## config.mk

```make
export PLATFORM = sky130hd
export DESIGN_NAME = pfa_mul
export DESIGN_NICKNAME = d
export VERILOG_FILES = /design/src/sv/pfa_pkg.sv /design/src/sv/pfa_mul.sv
export SDC_FILE = /design/constraint.sdc
export NUM_CORES = 2
export LEC_CHECK = 0
export BUFFER_PORTS_ARGS = -buffer_cell sky130_fd_sc_hd__buf_2
export CAP_MARGIN = 20
export CORE_MARGIN = 3
export CORE_UTILIZATION = 55
export DETAILED_ROUTE_END_ITERATION = 10
export HOLD_SLACK_MARGIN = 0.12
export PLACE_DENSITY = 0.72
export SLEW_MARGIN = 0
export SYNTH_ARGS = -nofsm -noshare
export SYNTH_HDL_FRONTEND = slang
export SYNTH_SLANG_ARGS = --single-unit
```

## constraint.sdc

```tcl
create_clock -name clk -period 12.1 [get_ports clk]
set_clock_uncertainty 0.05 [all_clocks]
set_input_delay 0.605 -clock clk [delete_from_list [all_inputs] [get_ports clk]]
set_output_delay 0.605 -clock clk [all_outputs]
set_load 0.02 [all_outputs]
```

## src/sv/pfa_pkg.sv

```systemverilog
// Shared widths for the polygon fan area block.
package pfa_pkg;

  // Signed operand width of the shared multiplier: a sign-extended coordinate
  // difference, or a zero-extended 32-bit half of a cross term.
  localparam int MUL_W  = 33;
  localparam int PROD_W = 2 * MUL_W;
  // Sum of three squared cross terms, with two guard bits above 2^128.
  localparam int ACC_W  = 130;
  localparam int ROOT_W = 64;
  localparam int SUM_W  = 64;
  localparam int AREA_W = 63;

endpackage

```

## src/sv/pfa_mul.sv

```systemverilog
// Shared signed multiplier with a registered product.
module pfa_mul (
  input  logic                               clk,
  input  logic                               en,
  input  logic signed [pfa_pkg::MUL_W-1:0]   a,
  input  logic signed [pfa_pkg::MUL_W-1:0]   b,
  output logic signed [pfa_pkg::PROD_W-1:0]  prod
);

  always_ff @(posedge clk) begin
    if (en) begin
      prod <= a * b;
    end
  end

endmodule

```

==> parameters.txt <==
Parameter                              Value

Synthesis
  Number of synthesis warnings ... 0
  Unique masters post-synth ... 80
  Count of flip-flops with a built-in enable after synthesis ... 66
  Post-Synthesis Cell Area ... about 41000 µm²
  Fraction of the yosys area taken by sequential cells ... 0.0479
  Mean area per synthesized cell ... 9.54 µm²
  Leading register cell type out of synthesis ... sky130_fd_sc_hd__edfxtp_1
  Post-Synthesis Cells ... 4338
  Net Count, Synth ... 5768
  Seq cells post-synth ... 66
  Share of flip-flops with an asynchronous set or reset ... 0

Global routing
  First-pass GRT wire length ... between 150000 and 200000 µm
  Total overflow reported by the global router ... 0
  Via count of the first global-routing pass ... 32492
  Number of antenna violations at the first check in global routing ... 6
  Largest net degree at the start of global routing ... 58
  Overall global routing resource usage ... 0.289

Drt
  Final wirelength ... 106000 µm
  Iteration-0 DRC count of the detailed router ... 1717
  Via count ... 29091
  Detailed-route vias per instance ... around 5.5
  Wire length per cell ... 20.3 µm
  Detailed-route DRC error count ... 0
  Detail Route Antenna Nets ... 0
  DRT Pass-1 Iters ... 5

Finish
  Register containing the most flip-flops in the final layout ... prod
  Synth-to-layout area growth ... 3.42%
  Most frequent standard cell in the layout excluding fill and tap cells ... sky130_fd_sc_hd__fa_1
  Largest registers ... prod (66)
  Fraction of layout cells with a size suffix above 1 ... 0.0467
  Leading cell types in the layout, fill and taps excluded ... sky130_fd_sc_hd__fa_1 (1145), sky130_fd_sc_hd__inv_1 (1131), sky130_fd_sc_hd__and2_1 (562), sky130_fd_sc_hd__nand2_1 (551), sky130_fd_sc_hd__ha_1 (217)
  Final cell count without fillers ... 5245
  Nets@finish ... approximately 5700
  Largest register FFs ... 66

Worst hold path
  Hold path start ... en
  Worst Hold Path Cells ... 1
  Hold path endpoint ... prod[65]$_DFFE_PP_
  Min-delay worst type ... primary input to flop

Place
  Placed insts ... between 5000 and 6000
  Half-perimeter wire length of the detailed placement result ... between 80000 and 90000 µm
  Final GP Congestion ... 0.914
  # port buffers ... 133

Critical path
  Maximum fanout along the worst path ... 33
  Worst Setup End Kind ... flop
  Cell mode on critical path ... sky130_fd_sc_hd__fa_1
  Slowest cell on the critical path ... sky130_fd_sc_hd__fa_1
  Setup crit start kind ... primary input
  Data required time at the worst endpoint ... ~12000 ps
  CP arrival ... 8810 ps
  List of cells traversed by the critical path ... buf_2 -> nand2_1 -> inv_1 -> fa_1 -> fa_1 -> fa_1 -> fa_1 -> fa_1 -> fa_1 -> fa_1 -> inv_1 -> fa_1 -> inv_1 -> ha_1 -> nand4_1 -> nor3_1 -> o311ai_4 -> nand3_2 -> a211oi_1 -> a311oi_1
  Start point of the critical path ... a[32]
  Critical path class ... primary input to flop
  Delay contributed by the slowest stage of the critical path ... 1310 ps

Timing
  Actual transition at the worst max-transition pin ... 1090 ps
  Final Slew Violations ... 0
  Share of the cycle needed by the critical path after routing ... 0.718
  Setup repair after global routing missed its margin ... no
  Relative slew slack ... 0.274
  Peak clock frequency supported by timing ... 115 MHz
  Final count of negative-setup-slack endpoints ... 0
  Final hold viol count ... 0
  Setup total negative slack ... 0 ps
  Post-layout minimum cycle time ... a little under 9000 ps

Die
  Core box area ... about 74000 µm²
  Cell row count ... between 90 and 100
  Number of I/O pins ... 134
  Height of the die ... 280 µm
  Die width ... approximately 280 µm
  Initial core utilization ... 0.562
  Floorplan die area ... just under 80000 µm²

Clocking
  Maximum number of buffers from clock root to sink ... 2
  Number of buffers added for setup after CTS ... 0
  Clock edge transition at the registers on the reported setup and hold paths ... 70 ps
  Clock tree from TritonCTS ... built
  Post-cts repair resize count ... 0
  Sink count of the clock tree ... 66
  Number of buffers added by the clock tree synthesis step ... 9
  H-tree depth reported by CTS ... 3
  Count of hold buffers inserted by post-cts repair ... 0
  Root buffer selected by CTS ... sky130_fd_sc_hd__clkbuf_16

Outcome
  Run status ... finished clean

Flow run
  Number of maximum-capacitance violations ... 0
-- layer usage --
layer	global-route usage	wire [µm]
met1	0.355	38400
met2	0.510	55500
met3	0.0354	6700
met4	0.136	5750
met5	0	0
-- metrics by stage --
step	cell area, µm²	hold slack (ps)	utilization	setup slack [ps]
after floorplan	41400	667	-	4080
after global placement	42500	878	0.577	3160
after detailed placement	42500	892	0.577	3060
after CTS	42800	502	0.581	3430
after global routing	42800	513	0.581	2920
final	42800	514	0.581	3410
-- cells in the mapped netlist, types with 3 or more instances --
library cell / n / area share
sky130_fd_sc_hd__nand3_1: 25 / 0.0030
sky130_fd_sc_hd__a21o_1: 36 / 0.0065
sky130_fd_sc_hd__o31ai_4: 3 / 0.0015
sky130_fd_sc_hd__nor2b_1: 5 / 0.00076
sky130_fd_sc_hd__o21ai_0: 25 / 0.0030
sky130_fd_sc_hd__and2_1: 562 / 0.085
sky130_fd_sc_hd__a31oi_1: 8 / 0.0012
sky130_fd_sc_hd__a21oi_1: 57 / 0.0069
sky130_fd_sc_hd__and3_1: 5 / 0.00076
sky130_fd_sc_hd__xnor2_1: 43 / 0.0091
sky130_fd_sc_hd__a211oi_1: 7 / 0.0013
sky130_fd_sc_hd__o211ai_1: 4 / 0.00073
sky130_fd_sc_hd__a211oi_2: 3 / 0.00091
sky130_fd_sc_hd__and4_1: 5 / 0.0011
sky130_fd_sc_hd__or3_1: 3 / 0.00045
sky130_fd_sc_hd__a21oi_2: 3 / 0.00063
sky130_fd_sc_hd__nor2_1: 68 / 0.0062
sky130_fd_sc_hd__edfxtp_1: 66 / 0.048
sky130_fd_sc_hd__fa_1: 1145 / 0.55
sky130_fd_sc_hd__or2_2: 3 / 0.00045
sky130_fd_sc_hd__nor3_1: 7 / 0.00085
sky130_fd_sc_hd__o21bai_1: 11 / 0.0020
sky130_fd_sc_hd__clkbuf_1: 208 / 0.019
sky130_fd_sc_hd__nand2b_1: 12 / 0.0018
sky130_fd_sc_hd__o21ai_1: 6 / 0.00073
sky130_fd_sc_hd__xor2_1: 25 / 0.0053
sky130_fd_sc_hd__nand2_1: 551 / 0.050
sky130_fd_sc_hd__ha_1: 217 / 0.066
sky130_fd_sc_hd__nand4_1: 11 / 0.0017
sky130_fd_sc_hd__inv_1: 1131 / 0.10
sky130_fd_sc_hd__a211o_1: 6 / 0.0013
sky130_fd_sc_hd__buf_2: 11 / 0.0013
sky130_fd_sc_hd__o21a_1: 6 / 0.0011
-- worst max path at each step --
stage	depth (start not counted)	to	slack, ps
after floorplan	23	prod[62]$_DFFE_PP_	4080
after global placement	22	prod[62]$_DFFE_PP_	3160
after detailed placement	22	prod[62]$_DFFE_PP_	3060
after CTS	22	prod[62]$_DFFE_PP_	3430
after global routing	21	prod[62]$_DFFE_PP_	2920
final	20	prod[64]$_DFFE_PP_	3410
-- cell families after synthesis --
logic type / Yosys count / share of synthesized area
AND/OR/NAND/NOR: 1271 / 0.155
AO/OA/AOI/OAI: 219 / 0.0400
buffers and inverters: 1352 / 0.123
XOR/XNOR: 68 / 0.0144
flip-flops: 66 / 0.0479
adder cells (fa/ha/maj): 1362 / 0.619
-- critical path: cells and delay by family --
kind | cells | cell delay (ps)
adders and majority gates | 9 | 5600
and+or+nand+nor | 4 | 1160
buffers and inverters | 4 | 770
AOI/OAI and AO/OA | 3 | 640
-- cell type report --
class | count | area [µm²]
inverters | 1131 | 4250
diodes | 4 | 10.0
repair buffers | 150 | 796
clock inverters | 5 | 32.5
well taps | 959 | 1200
multi-input cells | 2920 | 34300
clock buffers | 10 | 229
fillers | 6445 | 30900
flip-flops and latches | 66 | 1980
Power is not shown: default switching activity piles up to over one toggle a cycle in this logic, so the estimate is an artifact.
