$ cat src/sv/pfa_pkg.sv
// Shared widths for the polygon fan area block.
package pfa_pkg;

  // Signed operand width of the shared multiplier: a sign-extended coordinate
  // difference, or a zero-extended 32-bit half of a cross term.
  localparam int MUL_W  = 33;
  localparam int PROD_W = 2 * MUL_W;
  // Sum of three squared cross terms, with two guard bits above 2^128.
  localparam int ACC_W  = 130;
  localparam int ROOT_W = 64;
  localparam int SUM_W  = 64;
  localparam int AREA_W = 63;

endpackage

$ cat src/sv/pfa_isqrt.sv
// Iterative floor square root, one result bit per cycle.
module pfa_isqrt #(
  parameter int STEPS = 50
) (
  input  logic                          clk,
  input  logic                          rst,
  input  logic                          start,
  input  logic [2*STEPS-1:0]            radicand,
  output logic                          done,
  output logic [pfa_pkg::ROOT_W-1:0]    root
);

  localparam int CNT_W = $clog2(STEPS);

  logic               busy;
  logic [CNT_W-1:0]   cnt;
  logic [2*STEPS-1:0] rad;
  logic [STEPS:0]     rem;
  logic [STEPS-1:0]   q;

  logic [STEPS+2:0]   rem2;
  logic [STEPS+2:0]   trial;
  logic [STEPS+2:0]   rem_sub;
  logic               ge;

  // Bring down the next two radicand bits and try appending a one.
  assign rem2    = {rem, rad[2*STEPS-1 -: 2]};
  assign trial   = (STEPS+3)'({q, 2'b01});
  assign ge      = rem2 >= trial;
  assign rem_sub = rem2 - trial;
  assign root    = pfa_pkg::ROOT_W'(q);

  always_ff @(posedge clk) begin
    if (rst) begin
      busy <= 1'b0;
      done <= 1'b0;
      cnt  <= '0;
    end else begin
      done <= 1'b0;
      if (start) begin
        busy <= 1'b1;
        cnt  <= '0;
        rad  <= radicand;
        rem  <= '0;
        q    <= '0;
      end else if (busy) begin
        rem <= ge ? rem_sub[STEPS:0] : rem2[STEPS:0];
        rad <= rad << 2;
        q   <= {q[STEPS-2:0], ge};
        cnt <= cnt + 1'b1;
        if (cnt == CNT_W'(STEPS - 1)) begin
          busy <= 1'b0;
          done <= 1'b1;
        end
      end
    end
  end

endmodule

$ cat config.mk
export PLATFORM = sky130hd
export DESIGN_NAME = pfa_isqrt
export DESIGN_NICKNAME = d
export VERILOG_FILES = /design/src/sv/pfa_pkg.sv /design/src/sv/pfa_isqrt.sv
export SDC_FILE = /design/constraint.sdc
export NUM_CORES = 1
export LEC_CHECK = 0
export ABC_AREA = 1
export BUFFER_PORTS_ARGS = -buffer_cell sky130_fd_sc_hd__buf_2
export CAP_MARGIN = 20
export CELL_PAD_IN_SITES_DETAIL_PLACEMENT = 0
export CELL_PAD_IN_SITES_GLOBAL_PLACEMENT = 1
export CORE_MARGIN = 4
export CORE_UTILIZATION = 43
export CTS_CLUSTER_DIAMETER = 30
export DETAILED_ROUTE_END_ITERATION = 12
export PLACE_DENSITY = 0.92
export RECOVER_POWER = 25
export SLEW_MARGIN = 20
export SYNTH_ARGS = -nofsm -noshare
export SYNTH_HDL_FRONTEND = slang
export SYNTH_SLANG_ARGS = --single-unit
$ cat constraint.sdc
create_clock -name clk -period 13.26 [get_ports clk]
set_input_delay 0.663 -clock clk [delete_from_list [all_inputs] [get_ports clk]]
set_output_delay 0.663 -clock clk [all_outputs]
set_load 0.05 [all_outputs]
==> results of run 1 <==
how the worst min path moves through the flow:
stage,to,slack [ps],cells past startpoint
after floorplan,done,480,2
after global placement,rad[76],490,2
after detailed placement,rad[38],490,2
after CTS,rad[1],360,3
after global routing,rad[0],380,3
final,rad[1],380,3
worst reg2reg max path, cell delays in order, from the launching register on:
cell	delay [ps]
sky130_fd_sc_hd__edfxtp_1	400
sky130_fd_sc_hd__inv_1	90
sky130_fd_sc_hd__ha_1	400
sky130_fd_sc_hd__o21ai_1	110
sky130_fd_sc_hd__nand2_1	140
sky130_fd_sc_hd__nand2_1	100
sky130_fd_sc_hd__nand2_1	110
sky130_fd_sc_hd__nand2_1	100
sky130_fd_sc_hd__nand3_2	160
sky130_fd_sc_hd__nand3_1	160
sky130_fd_sc_hd__nand3_4	530
sky130_fd_sc_hd__inv_2	770
sky130_fd_sc_hd__nor2_1	140
sky130_fd_sc_hd__nor2_1	150
power breakdown:
part	internal, W	switching [W]
Combinational	0.000153	0.000352
Sequential	0.000793	0.0000203
Clock	0.000784	0.000370
per-stage QoR:
stage                     cell area (um^2)  std cells  hold WS (ps)  total power, W
after global routing                 16000       2433           375         0.00261
after global placement               14400       2348           491         0.00132
after CTS                            16000       2433           364         0.00250
after detailed placement             14400       2348           494         0.00133
after floorplan                      13400       1854           478         0.00121
final                                16000       2433           381         0.00247
final cells by class:
type | instances | area, um^2
repair buffers | 156 | 732
well taps | 396 | 495
clock buffers | 52 | 1190
fillers | 3064 | 14700
clock inverters | 33 | 395
flip-flops and latches | 209 | 6200
multi-input cells | 1279 | 5790
inverters | 308 | 1160
registers in the layout, indices dropped and copies added, names as in the netlist:
register	flops
rad	100
rem	51
q	50
cnt	6
busy	1
done	1
kinds of logic (layout without fill, tap and decap cells):
logic type	after synthesis	count (layout)	synth area share [%]
simple gates	1096	1096	32.4
buf+inv	366	549	11.0
flops	209	209	46.3
compound gates	86	86	3.39
fa+ha+maj	54	54	5.05
xor+xnor	29	29	1.90
other cells	1	14	0.0280
synth_stat cells:
master / n / area share, %
sky130_fd_sc_hd__clkbuf_1: 31 / 0.87
sky130_fd_sc_hd__o21bai_2: 1 / 0.084
sky130_fd_sc_hd__clkbuf_2: 1 / 0.037
sky130_fd_sc_hd__xor2_1: 28 / 1.8
sky130_fd_sc_hd__nand2_2: 3 / 0.14
sky130_fd_sc_hd__o21ai_0: 26 / 0.97
sky130_fd_sc_hd__and2_1: 2 / 0.093
sky130_fd_sc_hd__buf_2: 1 / 0.037
sky130_fd_sc_hd__nand3b_1: 5 / 0.28
sky130_fd_sc_hd__buf_1: 3 / 0.084
sky130_fd_sc_hd__nand3_1: 61 / 2.3
sky130_fd_sc_hd__nand2_1: 778 / 22
sky130_fd_sc_hd__nor4_1: 2 / 0.093
sky130_fd_sc_hd__nor3b_1: 3 / 0.17
sky130_fd_sc_hd__nor2_2: 9 / 0.42
sky130_fd_sc_hd__or2_2: 2 / 0.093
sky130_fd_sc_hd__and3_1: 1 / 0.047
sky130_fd_sc_hd__dfxtp_1: 8 / 1.2
sky130_fd_sc_hd__nor2_1: 201 / 5.6
sky130_fd_sc_hd__nor3_1: 15 / 0.56
sky130_fd_sc_hd__xnor2_1: 1 / 0.065
sky130_fd_sc_hd__a211oi_1: 1 / 0.056
sky130_fd_sc_hd__nand2_4: 1 / 0.084
sky130_fd_sc_hd__inv_2: 10 / 0.28
sky130_fd_sc_hd__ha_1: 54 / 5.0
sky130_fd_sc_hd__conb_1: 1 / 0.028
sky130_fd_sc_hd__buf_6: 2 / 0.17
sky130_fd_sc_hd__inv_1: 297 / 8.3
sky130_fd_sc_hd__o21ai_1: 11 / 0.41
sky130_fd_sc_hd__o21a_1: 2 / 0.11
sky130_fd_sc_hd__a21oi_1: 41 / 1.5
sky130_fd_sc_hd__buf_4: 20 / 1.1
sky130_fd_sc_hd__edfxtp_1: 201 / 45
sky130_fd_sc_hd__nand4_1: 11 / 0.51
sky130_fd_sc_hd__nand3_4: 1 / 0.13
sky130_fd_sc_hd__clkinv_1: 1 / 0.028
sky130_fd_sc_hd__nand3_2: 1 / 0.075
sky130_fd_sc_hd__o21bai_1: 4 / 0.22
per-layer routing:
| layer | vias to the layer above | routed length, um | track usage, % |
|---|---|---|---|
| li1 | 5979 | - | - |
| met1 | 5125 | 15700 | 27.6 |
| met2 | 319 | 15700 | 32.9 |
| met3 | 65 | 2270 | 4.30 |
| met4 | 4 | 1030 | 6.30 |
| met5 | - | 27 | 0 |
==> impl_metrics.sql, run 1 <==
INSERT INTO impl_metrics (metric_group, metric, value, unit) VALUES
('critical_path', 'critical_path.reg2reg.endpoint', 'rem[26]', ''),
('timing', 'drv_slew', '225', ''),
('place', 'gpl.final_weighted_congestion', '0.977', ''),
('critical_path', 'crit_path_start_kind', 'input port', ''),
('critical_path', 'critPathBufInv', '3', ''),
('grt', 'globalRoute.totalOverflow', '0', ''),
('job', 'cap_violations', '3', ''),
('cells_and_area', 'final_net_count', '2157', ''),
('timing', 'worst_pin_slew', '3650', 'ps'),
('drt', 'drt.antenna.violating_nets', '0', ''),
('cells_and_area', 'diodes_inserted', '0', ''),
('critical_path', 'crit_start', 'start', ''),
('timing', 'unrepaired_setup_endpoints_after_global_routing', 'no', ''),
('drt', 'detailroute.via_count', '11500', ''),
('run_status', 'violations', 'capacitance limit, slew limit', ''),
('cells_and_area', 'final_core_util', '52.0', '%'),
('drt', 'routed_wirelength', '34700', 'um'),
('grt', 'first_pass_grt_wire_length', '56300', 'um'),
('min_path', 'timing.hold.worst.class', 'in -> reg', ''),
('timing', 'max_clock_freq', '132', 'MHz'),
('clock_network', 'post_cts_resized', '0', ''),
('cells_and_area', 'area_growth', '19.2', '%'),
('clock_network', 'ctsLongestPathBuffers', '3', ''),
('timing', 'final_period_minus_worst_setup_slack', '7570', 'ps'),
('power', 'ir_drop', '112', 'uV'),
('drt', 'post_drt_via_cell_ratio', '4.72', ''),
('drt', 'route.detailed.wl_per_inst', '14.3', 'um'),
('floorplan', 'design.die.area', '34000', 'um^2'),
('power', 'p_per_area', '155', 'nW/um^2'),
('drt', 'drt_drc_violations_left', '0', ''),
('grt', 'antenna_found_initial', '2', ''),
('floorplan', 'initial_core_utilization', '43.7', '%'),
('clock_network', 'postCtsHoldBufs', '0', ''),
('critical_path', 'reg2reg_from', 'q[0]', ''),
('critical_path', 'crit_cells', '4', ''),
('critical_path', 'worstRegToRegCells', '13', ''),
('floorplan', 'placementRows', '64', ''),
('min_path', 'hold_start', 'radicand[1]', ''),
('cells_and_area', 'layout_commonest_cell', 'sky130_fd_sc_hd__nand2_1', ''),
('synthesis', 'synth_cell_types', '38', ''),
('timing', 'finalWorstSetupSlack', '5690', 'ps'),
('synthesis', 'synth_warnings', '0', ''),
('clock_network', 'numClockSinks', '209', ''),
('clock_network', 'tritoncts_clock_tree', 'done', ''),
('timing', 'setup-tns-final', '0', 'ps'),
('critical_path', 'worst_path_dominant_cell_family', 'buffers and inverters', ''),
('cells_and_area', 'drive_above_1_share', '9.97', '%'),
('run_status', 'status', 'complete, but fails checks', ''),
('synthesis', 'sequential_cell_area_fraction_in_the_yosys_report', '46.3', '%'),
('clock_network', 'cts.reportedPaths.clkPinSlew', '50', 'ps'),
('synthesis', 'syn_area', '13400', 'um^2'),
('timing', 'max_slew_margin', '-143', '%'),
('clock_network', 'cts_buffers', '46', ''),
('grt', 'grt_start_max_net_pins', '187', ''),
('critical_path', 'critical_path.cell_chain', 'clkbuf_1, clkinvlp_2, a21oi_4, buf_12', ''),
('place', 'port_buffers', '153', ''),
('critical_path', 'critPathCaptureType', 'flip-flop', ''),
('floorplan', 'placeableCoreArea', '30700', 'um^2'),
('grt', 'grt_use_total', '20.3', '%'),
('cells_and_area', 'layout_common_cells', '778 x sky130_fd_sc_hd__nand2_1, 297 x sky130_fd_sc_hd__inv_1, 201 x sky130_fd_sc_hd__nor2_1, 201 x sky130_fd_sc_hd__edfxtp_1, 101 x sky130_fd_sc_hd__buf_2', ''),
('critical_path', 'worstSetupPathType', 'in -> reg', ''),
('synthesis', 'cell_count_after_synthesis', '1841', ''),
('clock_network', 'worst_skew_pair_later_pin_latency', '550', 'ps'),
('timing', 'final_min_period_over_clock_period', '57.1', '%'),
('clock_network', 'post_cts.repair.setup_buffers', '0', ''),
('critical_path', 'rrSetupSlack', '9730', 'ps'),
('grt', 'vias_in_the_first_global_route', '11300', ''),
('critical_path', 'crit_path_end', 'rem[50]', ''),
('drt', 'initialDrtViolationCount', '729', ''),
('critical_path', 'crit_arrival', '7720', 'ps'),
('power', 'power.static_leakage', '8.15', 'nW');
(Power assumes the default switching activity.)
==> run 2: changes to the inputs <==
clock period = 7.2 ns   (was 13.26 ns; I/O delays follow)
==> run 2 against run 1 <==
  * The run now ends clean
  * First-iteration DRC count fell by 10%
  * Via count decreased by 0.66%
  * Non-clock buffer count is 1 higher
  * Hold slack worse by 310 ps
  * Critical path depth increased by 9
  * Sequential cell count unchanged
  * Count of clock-buffer cells in the layout fell by 2
  * Utilization rose by 0.39 points
  * Critical path type is now reg -> reg
  * Critical endpoint is now rem[26]
  * Largest power group unchanged
==> impl_metrics.sql, run 2 (synthesis results as in run 1) <==
INSERT INTO impl_metrics (metric_group, metric, value, unit) VALUES
('critical_path', 'critical_path.cell_chain', 'inv_1, ha_1, o21ai_1, nand2_1, nand2_1, nand2_1, nand2_1, nand3_2, nand3_1, nand3_4, inv_2, nor2_1, nor2_1', ''),
('timing', 'unrepaired_setup_endpoints_after_global_routing', 'no', ''),
('grt', 'globalRoute.totalOverflow', '0', ''),
('drt', 'detailroute.via_count', '11400', ''),
('job', 'cap_violations', '0', ''),
('clock_network', 'post_cts.repair.setup_buffers', '0', ''),
('drt', 'drt_drc_violations_left', '0', ''),
('timing', 'final_hold_viol_count', '0', ''),
('run_status', 'status', 'complete, no violations', ''),
('floorplan', 'die_y', '184', 'um'),
('critical_path', 'crit_slowest_cell', 'sky130_fd_sc_hd__inv_2', ''),
('clock_network', 'tritoncts_clock_tree', 'done', ''),
('cells_and_area', 'final_net_count', '2160', ''),
('grt', 'vias_in_the_first_global_route', '11200', ''),
('cells_and_area', 'multiInputGateArea', '5790', 'um^2'),
('timing', 'max_clock_freq', '294', 'MHz'),
('critical_path', 'critPathBufInv', '2', ''),
('critical_path', 'cpPeakStageDelay', '700', 'ps'),
('clock_network', 'htreeDepth', '2', ''),
('drt', 'initialDrtViolationCount', '653', ''),
('cells_and_area', 'max_flop_register', 'rad', ''),
('timing', 'final_min_period_over_clock_period', '47.3', '%'),
('critical_path', 'critical_path.reg2reg.endpoint', 'rem[26]', ''),
('timing', 'max_slew_margin', '41.4', '%'),
('critical_path', 'critPathCaptureType', 'flip-flop', ''),
('cells_and_area', 'drive_above_1_share', '10.8', '%'),
('grt', 'grt_start_max_net_pins', '203', ''),
('critical_path', 'crit_arrival', '3810', 'ps'),
('min_path', 'hold_path_stages', '3', ''),
('cells_and_area', 'area_growth', '20.1', '%'),
('place', 'postPlaceCellArea', '14400', 'um^2'),
('place', 'gpl.final_weighted_congestion', '0.957', ''),
('drt', 'route.detailed.wl_per_inst', '14.4', 'um'),
('min_path', 'timing.hold.worst.class', 'in -> reg', ''),
('critical_path', 'rrSetupSlack', '3800', 'ps'),
('floorplan', 'die_width', '184', 'um'),
('critical_path', 'critical_path_peak_fanout', '55', ''),
('clock_network', 'numClockSinks', '209', ''),
('min_path', 'whs_endpoint', 'rad[1]', ''),
('floorplan', 'initial_core_utilization', '43.7', '%'),
('timing', 'drv_slew', '0', ''),
('drt', 'post_drt_via_cell_ratio', '4.68', ''),
('drt', 'drt.antenna.violating_nets', '0', ''),
('clock_network', 'cts.reportedPaths.clkPinSlew', '50', 'ps'),
('critical_path', 'worst_path_dominant_cell_family', 'simple AND/OR/NAND/NOR gates', ''),
('cells_and_area', 'largest_register_ffs', '100', ''),
('clock_network', 'worst_skew_pair_later_pin_latency', '560', 'ps'),
('cells_and_area', 'layout_commonest_cell', 'sky130_fd_sc_hd__nand2_1', ''),
('critical_path', 'worstPathRequired', '7610', 'ps'),
('critical_path', 'timing.critical_path.mode_cell', 'sky130_fd_sc_hd__nand2_1', ''),
('cells_and_area', 'final-seq-area', '6200', 'um^2'),
('clock_network', 'post_cts_resized', '0', ''),
('power', 'power.static_leakage', '8.21', 'nW'),
('critical_path', 'reg2reg_from', 'q[0]', ''),
('place', 'pre_cts_ws', '3740', 'ps'),
('power', 'ir_drop', '183', 'uV'),
('grt', 'first_pass_grt_wire_length', '56300', 'um'),
('grt', 'antenna_found_initial', '2', ''),
('timing', 'fin_skew', '35.2', 'ps'),
('power', 'p_per_area', '289', 'nW/um^2'),
('min_path', 'hold_start', 'radicand[1]', ''),
('timing', 'finalWorstSetupSlack', '3800', 'ps'),
('cells_and_area', 'diodes_inserted', '0', ''),
('floorplan', 'io-pin-count', '168', ''),
('timing', 'finalSetupViolCount', '0', ''),
('timing', 'worst_pin_slew', '878', 'ps'),
('timing', 'final_period_minus_worst_setup_slack', '3400', 'ps'),
('critical_path', 'crit_path_start_kind', 'flip-flop', ''),
('floorplan', 'design.die.area', '34000', 'um^2'),
('clock_network', 'clk_root_buffer_cell', 'sky130_fd_sc_hd__clkbuf_16', ''),
('cells_and_area', 'layout_common_cells', '778 x sky130_fd_sc_hd__nand2_1, 297 x sky130_fd_sc_hd__inv_1, 201 x sky130_fd_sc_hd__nor2_1, 201 x sky130_fd_sc_hd__edfxtp_1, 101 x sky130_fd_sc_hd__buf_2', ''),
('drt', 'drt-pass1-iter-count', '6', ''),
('cells_and_area', 'reg.largest.list', 'rad x100, rem x51, q x50', ''),
('floorplan', 'placeableCoreArea', '30700', 'um^2'),
('clock_network', 'postCtsHoldBufs', '0', ''),
('cells_and_area', 'layout.filler_cells', '3081', ''),
('clock_network', 'cts_buffers', '48', ''),
('place', 'hpwl_after_detailed_placement', '25900', 'um'),
('critical_path', 'worstRegToRegCells', '13', ''),
('clock_network', 'ctsLongestPathBuffers', '3', ''),
('timing', 'setup-tns-final', '0', 'ps'),
('floorplan', 'placementRows', '64', ''),
('grt', 'grt_use_total', '20.3', '%'),
('place', 'port_buffers', '153', ''),
('critical_path', 'worstSetupPathType', 'reg -> reg', ''),
('drt', 'routed_wirelength', '35000', 'um'),
('cells_and_area', 'postLayoutCellArea', '16100', 'um^2');
run 2: worst reg2reg max path: cells and delay by family, from the launching register on:
family	cells	cell delay, ps
and+or+nand+nor	9	1580
buffers and inverters	2	820
adders and majority gates	1	390
DFF	1	380
AOI/OAI and AO/OA	1	110
run 2: worst max path at each step:
stage	start	to	slack (ps)	cells after the start
4_1_cts	q[0]	rem[26]	3770	13
6_report	q[0]	rem[26]	3800	13
2_1_floorplan	start	q[0]	190	4
3_3_place_gp	q[0]	rem[31]	3800	13
3_5_place_dp	q[0]	rem[26]	3740	13
5_1_grt	q[0]	rem[26]	3500	13
run 2: through the flow:
| step | instances | utilization, % | power [W] | hold slack [ps] |
|---|---|---|---|---|
| 3_5_place_dp | 2348 | 47.1 | 0.00245 | 495 |
| 3_3_place_gp | 2348 | 47.1 | 0.00244 | 492 |
| 4_1_cts | 2438 | 52.5 | 0.00469 | 55.4 |
| 5_1_grt | 2439 | 52.4 | 0.00489 | 74.0 |
| 6_report | 2439 | 52.4 | 0.00464 | 73.8 |
| 2_1_floorplan | 1854 | - | 0.00222 | 478 |
run 2: final cells by class:
class | count | share of cell area (%)
Sequential cell | 209 | 38.5
Multi-Input combinational cell | 1279 | 36.0
Clock buffer | 50 | 7.52
Inverter | 308 | 7.21
Timing Repair Buffer | 157 | 4.77
Tap cell | 396 | 3.08
Clock inverter | 40 | 2.89
run 2: per-layer routing:
metal / global-route usage, % / vias up / wire length (um)
met5: 0 / - / 26
met3: 4.58 / 59 / 2160
li1: - / 5998 / -
met1: 26.9 / 5065 / 16000
met2: 33.9 / 290 / 16100
met4: 5.32 / 4 / 794
run 2: power breakdown:
part           internal [W]  switching [W]  total [W]  leakage [nW]
combinational      0.000279       0.000649   0.000928          5.39
clock               0.00148       0.000732    0.00222         0.798
sequential          0.00146      0.0000383    0.00150          2.02
